File: src/design/dtr_pkg.sv
// ----------------------------------------------------------------------------
// dtr_pkg
// Types and constants of the dirty tile run tracker.
// ----------------------------------------------------------------------------
package dtr_pkg;

   localparam int BITMAP_BITS  = 128;
   localparam int WORD_BITS    = 64;
   localparam int BITMAP_WORDS = (BITMAP_BITS + WORD_BITS - 1) / WORD_BITS;
   localparam int WORD_IDX_W   = (BITMAP_WORDS > 1) ? $clog2(BITMAP_WORDS) : 1;
   localparam int WORD_SH      = $clog2(WORD_BITS);
   localparam int BIT_IDX_W    = $clog2(BITMAP_BITS);
   localparam int CNT_W        = BIT_IDX_W + 1;

   localparam int CHUNK_BITS   = 16;
   localparam int CHUNK_SH     = $clog2(CHUNK_BITS);
   localparam int CHUNK_IDX_W  = WORD_SH - CHUNK_SH;
   localparam int SCAN_W       = BIT_IDX_W - CHUNK_SH;

   localparam int TILE_BYTES   = 8;
   localparam int TILE_PIXELS  = 8;
   localparam int TILE_SHIFT   = $clog2(TILE_PIXELS);

   localparam int COORD_W      = 8;
   localparam int PIX_W        = 16;
   localparam int BASE_W       = 2 * COORD_W;
   localparam int RANGE_W      = BASE_W + 1;

   localparam int DIV_STEPS    = BIT_IDX_W;
   localparam int DIV_CNT_W    = $clog2(DIV_STEPS);

   localparam int CSR_INDEX_W  = 1;
   localparam int CSR_DATA_W   = COORD_W;
   localparam logic [CSR_INDEX_W-1:0] CSR_WIDTH_TILES  = 1'b0;
   localparam logic [CSR_INDEX_W-1:0] CSR_HEIGHT_TILES = 1'b1;

   typedef enum logic [1:0] {
      OP_MARK  = 2'd0,
      OP_CLEAR = 2'd1,
      OP_TAKE  = 2'd2,
      OP_NOP   = 2'd3
   } op_type;

   typedef struct packed {
      op_type             opcode;
      logic [PIX_W-1:0]   rect_x;
      logic [PIX_W-1:0]   rect_y;
      logic [PIX_W-1:0]   rect_width;
      logic [PIX_W-1:0]   rect_height;
      logic [PIX_W-1:0]   max_data_bytes;
   } req_type;

   typedef struct packed {
      logic                 run_found;
      logic [BIT_IDX_W-1:0] run_col;
      logic [BIT_IDX_W-1:0] run_row;
      logic [CNT_W-1:0]     run_length;
      logic                 any_dirty;
   } rsp_type;

   typedef struct packed {
      logic                 done;
      logic [BIT_IDX_W-1:0] quot;
      logic [BIT_IDX_W-1:0] rem;
   } div_status_type;

   typedef enum logic [3:0] {
      S_IDLE,
      S_MARK_SETUP,
      S_MARK_ROW,
      S_CLEAR,
      S_TAKE_SETUP,
      S_SCAN_RD,
      S_SCAN,
      S_DIV,
      S_TAKE_ROW,
      S_TAKE_END,
      S_CLR_SETUP,
      S_APPLY_RD,
      S_APPLY_WR,
      S_RESP
   } state_type;

endpackage

File: src/design/dtr_ram.sv
// ----------------------------------------------------------------------------
// dtr_ram
// Bitmap word store, one write and one registered read port. Per-word valid
// bits make unwritten or cleared words read as zero.
// ----------------------------------------------------------------------------
module dtr_ram
   import dtr_pkg::*;
(
   input  logic                  clock,
   input  logic                  reset,
   input  logic                  clear,
   input  logic                  wr_en,
   input  logic [WORD_IDX_W-1:0] wr_addr,
   input  logic [WORD_BITS-1:0]  wr_data,
   input  logic                  rd_en,
   input  logic [WORD_IDX_W-1:0] rd_addr,
   output logic [WORD_BITS-1:0]  rd_data
);

   logic [WORD_BITS-1:0]    mem_ff [BITMAP_WORDS];
   logic [BITMAP_WORDS-1:0] valid_ff;
   logic [WORD_BITS-1:0]    rd_data_ff;

   always_ff @(posedge clock) begin
      if (wr_en) begin
         mem_ff[wr_addr] <= wr_data;
      end
      if (rd_en) begin
         rd_data_ff <= valid_ff[rd_addr] ? mem_ff[rd_addr] : '0;
      end
   end

   always_ff @(posedge clock) begin
      if (reset || clear) begin
         valid_ff <= '0;
      end else if (wr_en) begin
         valid_ff[wr_addr] <= 1'b1;
      end
   end

   assign rd_data = rd_data_ff;

endmodule

File: src/design/dtr_div.sv
// ----------------------------------------------------------------------------
// dtr_div
// Restoring divider, one quotient bit per cycle: tile index by grid width.
// ----------------------------------------------------------------------------
module dtr_div
   import dtr_pkg::*;
(
   input  logic                 clock,
   input  logic                 reset,
   input  logic                 start,
   input  logic [BIT_IDX_W-1:0] dividend,
   input  logic [COORD_W-1:0]   divisor,
   output div_status_type       status
);

   logic [COORD_W-1:0]   rem_ff, rem_in;
   logic [BIT_IDX_W-1:0] quo_ff, quo_in;
   logic [DIV_CNT_W-1:0] cnt_ff, cnt_in;
   logic                 run_ff, run_in;
   logic                 done_ff, done_in;
   logic [COORD_W:0]     trial;
   logic [COORD_W:0]     diff;

   always_comb begin
      rem_in  = rem_ff;
      quo_in  = quo_ff;
      cnt_in  = cnt_ff;
      run_in  = run_ff;
      done_in = 1'b0;
      trial   = {rem_ff, quo_ff[BIT_IDX_W-1]};
      diff    = trial - {1'b0, divisor};
      if (start) begin
         rem_in = '0;
         quo_in = dividend;
         cnt_in = '0;
         run_in = 1'b1;
      end else if (run_ff) begin
         if (trial >= {1'b0, divisor}) begin
            rem_in = diff[COORD_W-1:0];
            quo_in = {quo_ff[BIT_IDX_W-2:0], 1'b1};
         end else begin
            rem_in = trial[COORD_W-1:0];
            quo_in = {quo_ff[BIT_IDX_W-2:0], 1'b0};
         end
         cnt_in = cnt_ff + DIV_CNT_W'(1);
         if (cnt_ff == DIV_CNT_W'(DIV_STEPS - 1)) begin
            run_in  = 1'b0;
            done_in = 1'b1;
         end
      end
   end

   always_ff @(posedge clock) begin
      if (reset) begin
         run_ff  <= 1'b0;
         done_ff <= 1'b0;
      end else begin
         run_ff  <= run_in;
         done_ff <= done_in;
      end
      rem_ff <= rem_in;
      quo_ff <= quo_in;
      cnt_ff <= cnt_in;
   end

   assign status.done = done_ff;
   assign status.quot = quo_ff;
   assign status.rem  = rem_ff[BIT_IDX_W-1:0];

endmodule

File: src/design/dirty_tile_run_tracker.sv
// ----------------------------------------------------------------------------
// dirty_tile_run_tracker
// Dirty tile bitmap for partial display refresh: mark, clear and take-run.
// ----------------------------------------------------------------------------
// One request at a time: start is taken while busy is low, and its response
// shows on rsp_valid for one cycle as busy falls; it must be captured then,
// there is no way to hold it off. The 128-bit bitmap sits in a two-word RAM
// with a registered read; mark and take-run change it by a read and a write
// back per word, clear through the valid bits. Mark runs the row walker over
// each covered tile row that starts inside the bitmap, none for an empty
// rectangle or grid. Take makes up to two 16-bit-per-cycle scans of the
// bitmap, pausing for a RAM read per word, waits on the divider for row and
// column, then writes back the cleared run, unless no run is possible.
// Reset clears the bitmap at once through the valid bits; no clearing pass.
// ----------------------------------------------------------------------------
module dirty_tile_run_tracker
   import dtr_pkg::*;
(
   input  logic                   clock,
   input  logic                   reset,
   input  logic                   start,
   output logic                   busy,
   input  req_type                req_data,
   output logic                   rsp_valid,
   output rsp_type                rsp_data,
   input  logic                   csr_write_en,
   input  logic [CSR_INDEX_W-1:0] csr_index,
   input  logic [CSR_DATA_W-1:0]  csr_wdata
);

   state_type               state_ff, state_in;
   req_type                 req_ff, req_in;
   logic [COORD_W-1:0]      width_ff, width_in, height_ff, height_in;
   logic [BITMAP_WORDS-1:0] nz_ff, nz_in;
   logic [BITMAP_BITS-1:0]  acc_ff, acc_in;
   logic [COORD_W-1:0]      sx_ff, sx_in, ex_ff, ex_in, ey_ff, ey_in, ty_ff, ty_in;
   logic [BASE_W-1:0]       base_ff, base_in;
   logic [WORD_IDX_W-1:0]   wi_ff, wi_in;
   logic                    apply_or_ff, apply_or_in;
   logic [SCAN_W-1:0]       scan_ff, scan_in;
   logic                    srch_set_ff, srch_set_in;
   logic [CNT_W-1:0]        cnt_ff, cnt_in, rowend_ff, rowend_in, end_ff, end_in;
   logic [CNT_W-1:0]        j_ff, j_in, len_ff, len_in;
   logic [BIT_IDX_W-1:0]    first_ff, first_in, col_ff, col_in, row_ff, row_in;
   logic                    found_ff, found_in;
   logic                    rsp_valid_ff, rsp_valid_in;
   rsp_type                 rsp_data_ff, rsp_data_in;

   logic                    ram_clear, ram_wr_en, ram_rd_en;
   logic [WORD_IDX_W-1:0]   ram_wr_addr, ram_rd_addr;
   logic [WORD_BITS-1:0]    ram_wr_data, ram_rd_data;
   logic                    div_start;
   div_status_type          div_status;

   logic [CHUNK_BITS-1:0]   chunk;
   logic                    hit;
   logic [BIT_IDX_W-1:0]    hit_pos;
   logic                    scan_last, chunk_last, wi_last;
   logic [WORD_BITS-1:0]    acc_word;
   logic [PIX_W-1:0]        max_tiles;
   logic [PIX_W+1:0]        x_end, y_end;
   logic [COORD_W-1:0]      sx_c, sy_c, ex_c, ey_c;
   logic                    mark_empty;
   logic [RANGE_W-1:0]      row_lo, row_hi;
   logic                    row_stop;
   logic                    take_norun;
   logic [BASE_W-1:0]       wh_prod, rowend_prod;
   logic [CNT_W-1:0]        lim, step, stop;

   function automatic logic [COORD_W-1:0] clip(input logic [PIX_W+1:0] v,
                                               input logic [COORD_W-1:0] lim_v);
      return (v < (PIX_W+2)'(lim_v)) ? v[COORD_W-1:0] : lim_v;
   endfunction

   function automatic logic [BITMAP_BITS-1:0] range_mask(input logic [RANGE_W-1:0] lo,
                                                         input logic [RANGE_W-1:0] hi);
      logic [BITMAP_BITS-1:0] m;
      for (int i = 0; i < BITMAP_BITS; i++) begin
         m[i] = (RANGE_W'(i) >= lo) && (RANGE_W'(i) < hi);
      end
      return m;
   endfunction

   dtr_ram u_ram (
      .clock   (clock),
      .reset   (reset),
      .clear   (ram_clear),
      .wr_en   (ram_wr_en),
      .wr_addr (ram_wr_addr),
      .wr_data (ram_wr_data),
      .rd_en   (ram_rd_en),
      .rd_addr (ram_rd_addr),
      .rd_data (ram_rd_data)
   );

   dtr_div u_div (
      .clock    (clock),
      .reset    (reset),
      .start    (div_start),
      .dividend (hit_pos),
      .divisor  (width_ff),
      .status   (div_status)
   );

   // chunk search and shared helpers
   always_comb begin
      logic [BIT_IDX_W-1:0] idx;
      logic                 pred;
      chunk   = ram_rd_data[{scan_ff[CHUNK_IDX_W-1:0], {CHUNK_SH{1'b0}}} +: CHUNK_BITS];
      hit     = 1'b0;
      hit_pos = '0;
      for (int k = CHUNK_BITS - 1; k >= 0; k--) begin
         idx  = {scan_ff, CHUNK_SH'(k)};
         pred = srch_set_ff ? (chunk[k] && ({1'b0, idx} < cnt_ff))
                            : (!chunk[k] && (idx >= first_ff));
         if (pred) begin
            hit     = 1'b1;
            hit_pos = idx;
         end
      end
      scan_last  = (scan_ff == {SCAN_W{1'b1}});
      chunk_last = (scan_ff[CHUNK_IDX_W-1:0] == {CHUNK_IDX_W{1'b1}});
      wi_last    = (wi_ff == WORD_IDX_W'(BITMAP_WORDS - 1));
      acc_word   = acc_ff[{wi_ff, {WORD_SH{1'b0}}} +: WORD_BITS];
      max_tiles  = req_ff.max_data_bytes / PIX_W'(TILE_BYTES);

      x_end = {2'b00, req_ff.rect_x} + {2'b00, req_ff.rect_width}
              + (PIX_W+2)'(TILE_PIXELS - 1);
      y_end = {2'b00, req_ff.rect_y} + {2'b00, req_ff.rect_height}
              + (PIX_W+2)'(TILE_PIXELS - 1);
      sx_c  = clip({2'b00, req_ff.rect_x} >> TILE_SHIFT, width_ff);
      sy_c  = clip({2'b00, req_ff.rect_y} >> TILE_SHIFT, height_ff);
      ex_c  = clip(x_end >> TILE_SHIFT, width_ff);
      ey_c  = clip(y_end >> TILE_SHIFT, height_ff);
      mark_empty = (req_ff.rect_width == '0) || (req_ff.rect_height == '0)
                   || (width_ff == '0) || (height_ff == '0)
                   || (sx_c >= ex_c) || (sy_c >= ey_c);

      row_lo   = {1'b0, base_ff} + RANGE_W'(sx_ff);
      row_hi   = {1'b0, base_ff} + RANGE_W'(ex_ff);
      row_stop = (ty_ff >= ey_ff) || (row_lo >= RANGE_W'(BITMAP_BITS));

      take_norun  = !(|nz_ff) || (max_tiles == '0) || (width_ff == '0);
      wh_prod     = BASE_W'(width_ff) * BASE_W'(height_ff);
      rowend_prod = (BASE_W'(row_ff) + BASE_W'(1)) * BASE_W'(width_ff);
      lim         = rowend_ff - CNT_W'(first_ff);
      step        = (PIX_W'(lim) < max_tiles) ? lim : max_tiles[CNT_W-1:0];
      stop        = (j_ff < end_ff) ? j_ff : end_ff;
   end

   // next state
   always_comb begin
      state_in = state_ff;
      unique case (state_ff)
         S_IDLE: begin
            if (start) begin
               unique case (req_data.opcode)
                  OP_MARK:  state_in = S_MARK_SETUP;
                  OP_CLEAR: state_in = S_CLEAR;
                  OP_TAKE:  state_in = S_TAKE_SETUP;
                  OP_NOP:   state_in = S_RESP;
                  default:  state_in = S_RESP;
               endcase
            end
         end
         S_MARK_SETUP: state_in = mark_empty ? S_RESP : S_MARK_ROW;
         S_MARK_ROW:   state_in = row_stop ? S_APPLY_RD : S_MARK_ROW;
         S_CLEAR:      state_in = S_RESP;
         S_TAKE_SETUP: state_in = take_norun ? S_RESP : S_SCAN_RD;
         S_SCAN_RD:    state_in = S_SCAN;
         S_SCAN: begin
            if (hit) begin
               state_in = srch_set_ff ? S_DIV : S_CLR_SETUP;
            end else if (scan_last) begin
               state_in = srch_set_ff ? S_RESP : S_CLR_SETUP;
            end else if (chunk_last) begin
               state_in = S_SCAN_RD;
            end
         end
         S_DIV:        state_in = div_status.done ? S_TAKE_ROW : S_DIV;
         S_TAKE_ROW:   state_in = S_TAKE_END;
         S_TAKE_END:   state_in = S_SCAN_RD;
         S_CLR_SETUP:  state_in = S_APPLY_RD;
         S_APPLY_RD:   state_in = S_APPLY_WR;
         S_APPLY_WR:   state_in = wi_last ? S_RESP : S_APPLY_RD;
         S_RESP:       state_in = S_IDLE;
         default:      state_in = S_IDLE;
      endcase
   end

   // memory and divider controls
   always_comb begin
      ram_clear   = 1'b0;
      ram_rd_en   = 1'b0;
      ram_rd_addr = wi_ff;
      ram_wr_en   = 1'b0;
      ram_wr_addr = wi_ff;
      ram_wr_data = apply_or_ff ? (ram_rd_data | acc_word) : (ram_rd_data & ~acc_word);
      div_start   = 1'b0;
      unique case (state_ff)
         S_CLEAR:    ram_clear = 1'b1;
         S_SCAN_RD: begin
            ram_rd_en   = 1'b1;
            ram_rd_addr = scan_ff[SCAN_W-1 -: WORD_IDX_W];
         end
         S_SCAN:     div_start = hit && srch_set_ff;
         S_APPLY_RD: ram_rd_en = 1'b1;
         S_APPLY_WR: ram_wr_en = 1'b1;
         default: begin
         end
      endcase
   end

   // datapath
   always_comb begin
      req_in       = req_ff;
      width_in     = width_ff;
      height_in    = height_ff;
      nz_in        = nz_ff;
      acc_in       = acc_ff;
      sx_in        = sx_ff;
      ex_in        = ex_ff;
      ey_in        = ey_ff;
      ty_in        = ty_ff;
      base_in      = base_ff;
      wi_in        = wi_ff;
      apply_or_in  = apply_or_ff;
      scan_in      = scan_ff;
      srch_set_in  = srch_set_ff;
      cnt_in       = cnt_ff;
      rowend_in    = rowend_ff;
      end_in       = end_ff;
      j_in         = j_ff;
      len_in       = len_ff;
      first_in     = first_ff;
      col_in       = col_ff;
      row_in       = row_ff;
      found_in     = found_ff;
      rsp_valid_in = 1'b0;
      rsp_data_in  = rsp_data_ff;

      if (csr_write_en) begin
         case (csr_index)
            CSR_WIDTH_TILES:  width_in  = csr_wdata;
            CSR_HEIGHT_TILES: height_in = csr_wdata;
            default: begin
            end
         endcase
      end

      case (state_ff)
         S_IDLE: begin
            if (start) begin
               req_in   = req_data;
               found_in = 1'b0;
               col_in   = '0;
               row_in   = '0;
               len_in   = '0;
            end
         end
         S_MARK_SETUP: begin
            sx_in       = sx_c;
            ex_in       = ex_c;
            ey_in       = ey_c;
            ty_in       = sy_c;
            base_in     = BASE_W'(sy_c) * BASE_W'(width_ff);
            acc_in      = '0;
            wi_in       = '0;
            apply_or_in = 1'b1;
         end
         S_MARK_ROW: begin
            if (!row_stop) begin
               acc_in  = acc_ff | range_mask(row_lo, row_hi);
               ty_in   = ty_ff + COORD_W'(1);
               base_in = base_ff + BASE_W'(width_ff);
            end
         end
         S_CLEAR: nz_in = '0;
         S_TAKE_SETUP: begin
            cnt_in      = (wh_prod > BASE_W'(BITMAP_BITS)) ? CNT_W'(BITMAP_BITS)
                                                          : wh_prod[CNT_W-1:0];
            scan_in     = '0;
            srch_set_in = 1'b1;
         end
         S_SCAN: begin
            if (hit) begin
               if (srch_set_ff) begin
                  first_in = hit_pos;
               end else begin
                  j_in = CNT_W'(hit_pos);
               end
            end else if (!scan_last) begin
               scan_in = scan_ff + SCAN_W'(1);
            end
         end
         S_DIV: begin
            if (div_status.done) begin
               row_in = div_status.quot;
               col_in = div_status.rem;
            end
         end
         S_TAKE_ROW: begin
            rowend_in = (rowend_prod < BASE_W'(cnt_ff)) ? rowend_prod[CNT_W-1:0] : cnt_ff;
         end
         S_TAKE_END: begin
            end_in      = CNT_W'(first_ff) + step;
            j_in        = CNT_W'(BITMAP_BITS);
            scan_in     = '0;
            srch_set_in = 1'b0;
         end
         S_CLR_SETUP: begin
            len_in      = stop - CNT_W'(first_ff);
            found_in    = 1'b1;
            acc_in      = range_mask(RANGE_W'(first_ff), RANGE_W'(stop));
            wi_in       = '0;
            apply_or_in = 1'b0;
         end
         S_APPLY_WR: begin
            nz_in[wi_ff] = |ram_wr_data;
            if (!wi_last) begin
               wi_in = wi_ff + WORD_IDX_W'(1);
            end
         end
         S_RESP: begin
            rsp_valid_in           = 1'b1;
            rsp_data_in.run_found  = found_ff;
            rsp_data_in.run_col    = col_ff;
            rsp_data_in.run_row    = row_ff;
            rsp_data_in.run_length = len_ff;
            rsp_data_in.any_dirty  = |nz_ff;
         end
         default: begin
         end
      endcase
   end

   always_ff @(posedge clock) begin
      if (reset) begin
         state_ff     <= S_IDLE;
         width_ff     <= '0;
         height_ff    <= '0;
         nz_ff        <= '0;
         rsp_valid_ff <= 1'b0;
      end else begin
         state_ff     <= state_in;
         width_ff     <= width_in;
         height_ff    <= height_in;
         nz_ff        <= nz_in;
         rsp_valid_ff <= rsp_valid_in;
      end
      req_ff      <= req_in;
      acc_ff      <= acc_in;
      sx_ff       <= sx_in;
      ex_ff       <= ex_in;
      ey_ff       <= ey_in;
      ty_ff       <= ty_in;
      base_ff     <= base_in;
      wi_ff       <= wi_in;
      apply_or_ff <= apply_or_in;
      scan_ff     <= scan_in;
      srch_set_ff <= srch_set_in;
      cnt_ff      <= cnt_in;
      rowend_ff   <= rowend_in;
      end_ff      <= end_in;
      j_ff        <= j_in;
      len_ff      <= len_in;
      first_ff    <= first_in;
      col_ff      <= col_in;
      row_ff      <= row_in;
      found_ff    <= found_in;
      rsp_data_ff <= rsp_data_in;
   end

   assign busy      = (state_ff != S_IDLE);
   assign rsp_valid = rsp_valid_ff;
   assign rsp_data  = rsp_data_ff;

endmodule

File: config.mk
export PLATFORM = sky130hd
export DESIGN_NAME = dirty_tile_run_tracker
export DESIGN_NICKNAME = d
export VERILOG_FILES = /design/src/design/dtr_pkg.sv /design/src/design/dtr_ram.sv /design/src/design/dtr_div.sv /design/src/design/dirty_tile_run_tracker.sv
export SDC_FILE = /design/constraint.sdc
export NUM_CORES = 2
export LEC_CHECK = 0
export BUFFER_PORTS_ARGS = -buffer_cell sky130_fd_sc_hd__buf_4
export CORE_MARGIN = 10
export CORE_UTILIZATION = 50
export CTS_BUF_LIST = sky130_fd_sc_hd__clkbuf_2 sky130_fd_sc_hd__clkbuf_4 sky130_fd_sc_hd__clkbuf_8
export CTS_CLUSTER_DIAMETER = 80
export DETAILED_ROUTE_END_ITERATION = 7
export GPL_TIMING_DRIVEN = 0
export PLACE_DENSITY = 0.66
export SETUP_SLACK_MARGIN = 0.05
export SYNTH_ARGS = -nofsm -noshare
export SYNTH_HDL_FRONTEND = slang
export SYNTH_HIERARCHICAL = 1
export SYNTH_SLANG_ARGS = --single-unit
export TNS_END_PERCENT = 1
File: constraint.sdc
create_clock -name clock -period 40.6 [get_ports clock]
set_input_delay 8.12 -clock clock [delete_from_list [all_inputs] [get_ports clock]]
set_output_delay 8.12 -clock clock [all_outputs]
set_load 0.005 [all_outputs]
-- Word-level counts from Yosys, hierarchy flattened
Memories as Yosys holds them, arrays and structs flattened. A register that Yosys moved wholly into a read port is not among the register bits.
Index checks and enable logic that the tools add are counted.
- output and inout port bits: 26
- bits in registers: 393
- logic and storage cells: 1123
- bits in writable memories: 128
- input bits: 95
- memories kept: 1
- multiplexer cells: 116
- magnitude comparators: 559
- equality and inequality tests: 27
- add/sub/neg operators: 16
- multipliers: 3
- shifts and indexed selects: 2
- reduce and logical (&&, ||, !) cells: 352
- bitwise gates (word level): 7
- memory list (memory ; depth ; width ; read ports ; clocked after Yosys merged registers in ; wr ports ; RTL line ; RTL):
    u_ram.mem_ff ; 2 ; 64 ; 1 ; 1 ; 1 ; dtr_ram.sv:20 ; logic [WORD_BITS-1:0] mem_ff [BITMAP_WORDS];
- operators by type and width (operator ; number):
    7-bit by 17-bit >= comparator with 1-bit output, first input constant ; 64
    7-bit by 17-bit < comparator with 1-bit output, first input constant ; 64
    6-bit by 17-bit >= comparator with 1-bit output, first input constant ; 32
    6-bit by 17-bit < comparator with 1-bit output, first input constant ; 32
    7-bit by 8-bit < comparator with 1-bit output, first input constant ; 64
    7-bit >= comparator, first input constant ; 63
    128-bit case mux with 3 select lines ; 1
    1-bit logical AND ; 289
    5-bit by 17-bit >= comparator with 1-bit output, first input constant ; 16
    5-bit by 17-bit < comparator with 1-bit output, first input constant ; 16
    6-bit by 8-bit < comparator with 1-bit output, first input constant ; 32
    6-bit by 7-bit >= comparator with 1-bit output, first input constant ; 32
    7-bit 2-to-1 mux ; 21
    4-bit by 17-bit >= comparator with 1-bit output, first input constant ; 8
    4-bit by 17-bit < comparator with 1-bit output, first input constant ; 8
    5-bit by 8-bit < comparator with 1-bit output, first input constant ; 16
    7-bit by 8-bit < comparator with 1-bit output ; 16
    128-bit 2-to-1 mux ; 1
    128-bit bitwise OR ; 1
    128-bit by 8-bit indexed part select with 64-bit output ; 1
    5-bit by 7-bit >= comparator with 1-bit output, first input constant ; 16
    7-bit >= comparator ; 16
    8-bit 2-to-1 mux ; 12
    3-bit by 17-bit >= comparator with 1-bit output, first input constant ; 4
    other kinds (81) ; 257

-- Logic depth before layout (Yosys ltp)
- word-level depth: 23
- depth in mapped cells: 31
- depth with buffers taken out: 30

-- Cells and area by module
Netlist, hierarchy kept.
- by module, submodules not included (module ; cells each ; times used ; seq. area each (um2) ; area an instance (um2)):
    dirty_tile_run_tracker ; 3679 ; 1 ; 10820.4 ; 33786.2
    dtr_ram ; 281 ; 1 ; 5805.6 ; 6543.8
    dtr_div ; 142 ; 1 ; 470.5 ; 1335.0

-- Least setup slack after synthesis
OpenSTA, ideal clock, no wires.
- path type: register to register
- start point: reg base_ff[0]
- end point: reg acc_ff[0], enable pin
- arrival time: 11.947 ns
- stages on the path, launching flop included: 12
- period minus slack after synthesis: 12.739 ns
- path buffers: 1
- setup time: 0.792 ns
- slack: 27.861 ns
- data required time: 39.808 ns
- path through: edfxtp_1 > ha_1 > fa_1 > a211oi_1 > o21ai_0 > and3_1 > o221ai_1 > a21boi_0 > nand4_4 > or3_1 > clkbuf_1 > o21ai_0
- cells in the longest elaborated chain, start to end: 5
- ends and longest elaborated chain (item ; RTL line ; RTL):
    start: declaration ; dirty_tile_run_tracker.sv:37 ; logic [BASE_W-1:0] base_ff, base_in;
    start signal: assignment ; dirty_tile_run_tracker.sv:357 ; base_ff <= base_in;
    16-bit by 8-bit adder with 17-bit output ; dirty_tile_run_tracker.sv:139 ; row_lo = {1'b0, base_ff} + RANGE_W'(sx_ff);
    17-bit by 8-bit >= comparator with 1-bit output ; dirty_tile_run_tracker.sv:141 ; row_stop = (ty_ff >= ey_ff) || (row_lo >= RANGE_W'(BITMAP_BITS));
    1-bit logical OR ; dirty_tile_run_tracker.sv:141 ;
    2-bit != test (no source line) ; - ;
    2-bit AND reduction (no source line) ; - ;
    end signal: assignment ; dirty_tile_run_tracker.sv:352 ; acc_ff <= acc_in;
    end: declaration ; dirty_tile_run_tracker.sv:35 ; logic [BITMAP_BITS-1:0] acc_ff, acc_in;
No other way between the ends.
A chain may end at the register's enable or synchronous reset.

-- Worst setup path in the final report
- start point: reg state_ff[1]
- end point: out busy
- cells in the longest elaborated chain, start to end: 1
- ends and longest elaborated chain (item ; RTL line ; RTL):
    start: declaration ; dirty_tile_run_tracker.sv:31 ; state_type state_ff, state_in;
    start signal: assignment ; dirty_tile_run_tracker.sv:345 ; state_ff <= state_in;
    4-bit nonzero test ; dirty_tile_run_tracker.sv:374 ; assign busy = (state_ff != S_IDLE);
    end: declaration ; dirty_tile_run_tracker.sv:22 ; output logic busy,
No other way between the ends.

==> results.rst <==
.. list-table::
   :header-rows: 1

   * - Metric
     - Value
   * - Instance count of the mapped netlist
     - 4102
   * - Max Slew Vio Count
     - 12
   * - Top-Level Pins
     - ~120
   * - Violations in the final reports
     - capacitance limit, slew limit
   * - Share of synthesized cell area in full adder, half adder and majority cells
     - between 10% and 20%
   * - Maximum number of buffers from clock root to sink
     - 3
   * - Share of the synthesized area in the top cell type
     - about two fifths
   * - # clock sinks
     - a little under 600
   * - Syn_area_per_cell
     - ~10 um^2
   * - Number of buffers added by the clock tree synthesis step
     - about 100
   * - Simple-Gate Fraction of Synth Area
     - about an eighth
   * - Hold-fix buffer count after cts
     - 0
   * - Cell type of the slowest stage on the worst timing path
     - sky130_fd_sc_hd__clkbuf_1
   * - Worst setup slack before clock tree synthesis
     - around 31000 ps
   * - Total Routed Length
     - about 170000 um
   * - TritonCTS clock tree
     - yes
   * - Register clock-pin slew on the reported worst setup and hold paths
     - roughly 70 ps
   * - Post-route ant nets
     - 0
   * - Portion of the post-synthesis area used by sequential elements
     - about two fifths
   * - Critical path arrival
     - ~2000 ps
   * - Largest stage delay on the critical path
     - between 300 and 400 ps
   * - FF+latch area
     - ~0.017 mm^2
   * - Final Cycle Share
     - 25.0%
   * - Multi-input gate area in the final layout
     - 0.0226 mm^2
   * - Final HPWL DP
     - about 130000 um
   * - Critical Path, Cell by Cell
     - clkbuf_1 > nor2_1 > nand2_1 > buf_4
   * - Number of global-route vias before repair
     - ~35000
   * - Setup Viol. Count Final
     - 0
   * - Die height
     - around 300 um
   * - Post-synthesis mux area share
     - slightly below 7%
   * - Mapped cell area
     - ~0.042 mm^2
   * - Post-synth net total
     - approximately 4600
   * - Number of H-tree levels
     - 3
   * - Post-detailed-route wirelength per cell
     - approximately 30 um
   * - Critical Path Fanout Max
     - 10
   * - Max Clk Rate
     - a little under 100 MHz
   * - Area fraction in compound gates after synthesis
     - 18.0%
   * - Kind of capture point of the worst setup path
     - output port
   * - Worst-case setup margin in the final layout
     - 30470 ps
   * - Transition time at the pin with the least slew margin
     - roughly 1600 ps
   * - Clock root cell
     - sky130_fd_sc_hd__clkbuf_8
   * - Unrepaired setup endpoints after global routing
     - false
   * - Layout cells sized above 1
     - between 10% and 20%
   * - Gr usage total
     - about a third
   * - Largest net degree at the start of global routing
     - 67
   * - Number of resized instances in the post-cts repair step
     - 0
   * - Most instantiated cells after synthesis
     - sky130_fd_sc_hd__edfxtp_1, sky130_fd_sc_hd__nand2_1, sky130_fd_sc_hd__nor2_1
   * - Filler cell count
     - between 7000 and 8000
   * - Power density normalized to cell area
     - ~63 mW/mm^2
   * - Crit start category
     - register
   * - Standard-cell rows
     - roughly 110
   * - First-pass GRT wire length
     - 238000 um
   * - Worst-skew pair later-pin latency
     - between 800 and 900 ps
   * - IR Drop Worst-Case VDD
     - 43.6 uV
   * - Number of antenna violations at the first check in global routing
     - 7
   * - Average via count per standard cell
     - 6.52
   * - Main combinational cell family by area after synthesis
     - compound AO/OA/AOI/OAI gates
   * - Worst-case headroom to the max-slew limit
     - -8.05%
   * - Port Buffers
     - 117
   * - Period minus WS final
     - 10130 ps
   * - Synth-to-Final Area Change
     - 11.3%
   * - Synth Area in XOR/XNOR
     - 2.08%
   * - Synth Flop Type
     - sky130_fd_sc_hd__edfxtp_1
   * - Overall die area
     - 0.0953 mm^2
   * - Lkg Pwr
     - between 0.015 and 0.02 uW
   * - Most frequent cell after synthesis
     - sky130_fd_sc_hd__edfxtp_1
   * - Dominant cells by area after synthesis
     - sky130_fd_sc_hd__edfxtp_1, sky130_fd_sc_hd__ha_1, sky130_fd_sc_hd__fa_1, sky130_fd_sc_hd__a21oi_1, sky130_fd_sc_hd__nand2_1
   * - Async set or reset register ratio after synthesis
     - 0%
   * - Crit Path Category
     - reg -> out
   * - Number of flops mapped to enable cells by yosys
     - between 500 and 600
   * - Path class of the lowest-slack min-delay path
     - reg -> reg
   * - Outcome
     - finished, violations left
   * - Cell variety after synth
     - approximately 110
   * - Sum of overflow across all layers after global routing
     - 0
   * - Initial standard-cell utilization of the core
     - 50.6%
   * - Max Cap Violations
     - 3
   * - Final Net Count
     - roughly 4900
   * - Number of warning messages in the yosys log
     - 6
   * - Most area-hungry cell type in the Yosys netlist
     - sky130_fd_sc_hd__edfxtp_1
   * - Detailed-route DRC error count
     - 0
   * - Detailed-routing iteration count for the pre-antenna-repair pass
     - 6
   * - Setup total negative slack
     - 0 ps
   * - Core ar.
     - between 0.08 and 0.09 mm^2
   * - Global placement routability congestion
     - about 1.1
   * - Number of buffers inserted to repair setup after CTS
     - 0
   * - Vias post-DR
     - ~36000
   * - Critical Path RT
     - about 32000 ps
   * - Worst Clk Skew
     - about 63 ps
   * - Number of flip-flops and latches in the synthesized netlist
     - 582
   * - Final hold violation count
     - 0
   * - Die outline width
     - approximately 300 um
   * - Drt first-iter violations
     - 4777
-- worst max-delay path, delay by kind of cell, from the launching register on --
family | cells | cell delay (ps)
buffers and inverters | 2 | 530
flip-flops | 1 | 370
AND/OR/NAND/NOR | 2 | 320
-- cell usage in the layout (no fill, tap or decap), drive strengths merged, types with 13 or more instances in the layout --
| cell type | netlist | final |
|---|---|---|
| mux2 | 121 | 121 |
| a22o | 65 | 65 |
| a31oi | 41 | 41 |
| dfxtp | 38 | 38 |
| xor2 | 40 | 40 |
| and3 | 17 | 17 |
| o211ai | 31 | 31 |
| a2111oi | 13 | 13 |
| a22oi | 61 | 61 |
| a21oi | 293 | 293 |
| a21boi | 15 | 15 |
| o22ai | 15 | 15 |
| nand2 | 380 | 380 |
| xnor2 | 59 | 59 |
| a21o | 53 | 53 |
| o21bai | 13 | 13 |
| nor2 | 313 | 313 |
| fa | 115 | 115 |
| nand4 | 23 | 23 |
| clkbuf | 160 | 304 |
| ha | 306 | 306 |
| nor3 | 61 | 61 |
| a211oi | 48 | 48 |
| mux2i | 112 | 112 |
| inv | 279 | 285 |
| nor2b | 29 | 29 |
| nor4 | 44 | 44 |
| a32oi | 39 | 39 |
| nand2b | 29 | 29 |
| edfxtp | 544 | 544 |
| and2 | 68 | 68 |
| a221oi | 28 | 28 |
| mux4 | 16 | 16 |
| or2 | 20 | 20 |
| clkinv | 3 | 28 |
| nand3 | 82 | 82 |
| o21a | 20 | 20 |
| buf | 62 | 194 |
| o21ai | 279 | 279 |
| o31ai | 38 | 38 |
-- sequential cells by signal (all words and copies together), names as in the netlist, 8 cells and up --
signal,flops
len_ff,8
u_div/rem_ff,8
width_ff,8
ey_ff,8
end_ff,8
u_ram/mem_ff,128
cnt_ff,8
rowend_ff,8
sx_ff,8
height_ff,8
base_ff,16
j_ff,8
acc_ff,128
ex_ff,8
u_ram/rd_data,64
ty_ff,8
req_ff,77
rsp_data,24
-- cell type report --
type / instances / share of cell area (%)
diodes: 2 / 0.0108
plain buffers: 222 / 2.14
clock buffers: 144 / 3.82
clock inverters: 37 / 0.721
inverters: 282 / 2.29
multi-input cells: 3016 / 48.7
flip-flops and latches: 582 / 36.9
well taps: 1070 / 2.89
repair buffers: 132 / 2.53
-- power by group --
part	internal (uW)	switching, uW
Clock	304	268
Sequential	826	81.6
Combinational	436	1010
Total	1570	1360
-- stage by stage --
stage	cells	utilization [%]	cell area (um^2)	hold WS, ps	power (uW)
finish	5487	56.3	46400	403	2930
global route	5486	56.3	46400	422	3040
CTS	5484	56.2	46300	410	2860
detailed placement	5303	53.7	44200	405	2290
global placement	5289	53.3	43900	402	2300
floorplan	4102	-	41700	400	1780
-- logic make-up (layout without fill, tap and decap cells) --
logic type               Yosys count  count (layout)
flip-flops                       582             582
adder cells (fa/ha/maj)          421             421
AND/OR/NAND/NOR                 1106            1106
other                              0               2
XOR/XNOR                          99              99
multiplexers                     249             249
buffers and inverters            504             817
AO/OA/AOI/OAI                   1141            1141
-- metal layers --
metal / wire length, um / GRT usage (%) / share of wire (%) / vias to the layer above
li1: - / - / - / 15700
met1: 62500 / 42.3 / 38 / 17400
met2: 71600 / 51.8 / 43 / 2161
met3: 18000 / 9.62 / 11 / 535
met4: 13400 / 23.5 / 8.1 / 8
met5: 54 / 0 / 0.033 / -
-- worst paths after layout --
check / startpoint / end / slack (ps) / cells past startpoint
hold / removal: col_ff[3] / rsp_data[19] / 400 / 0
setup reg to reg: height_ff[1] / base_ff[15] / 32330 / 25
setup / recovery: state_ff[1] / busy / 30470 / 4
hold reg to reg: col_ff[3] / rsp_data[19] / 400 / 0
No activity file was read; power rests on OpenSTA's default activity.
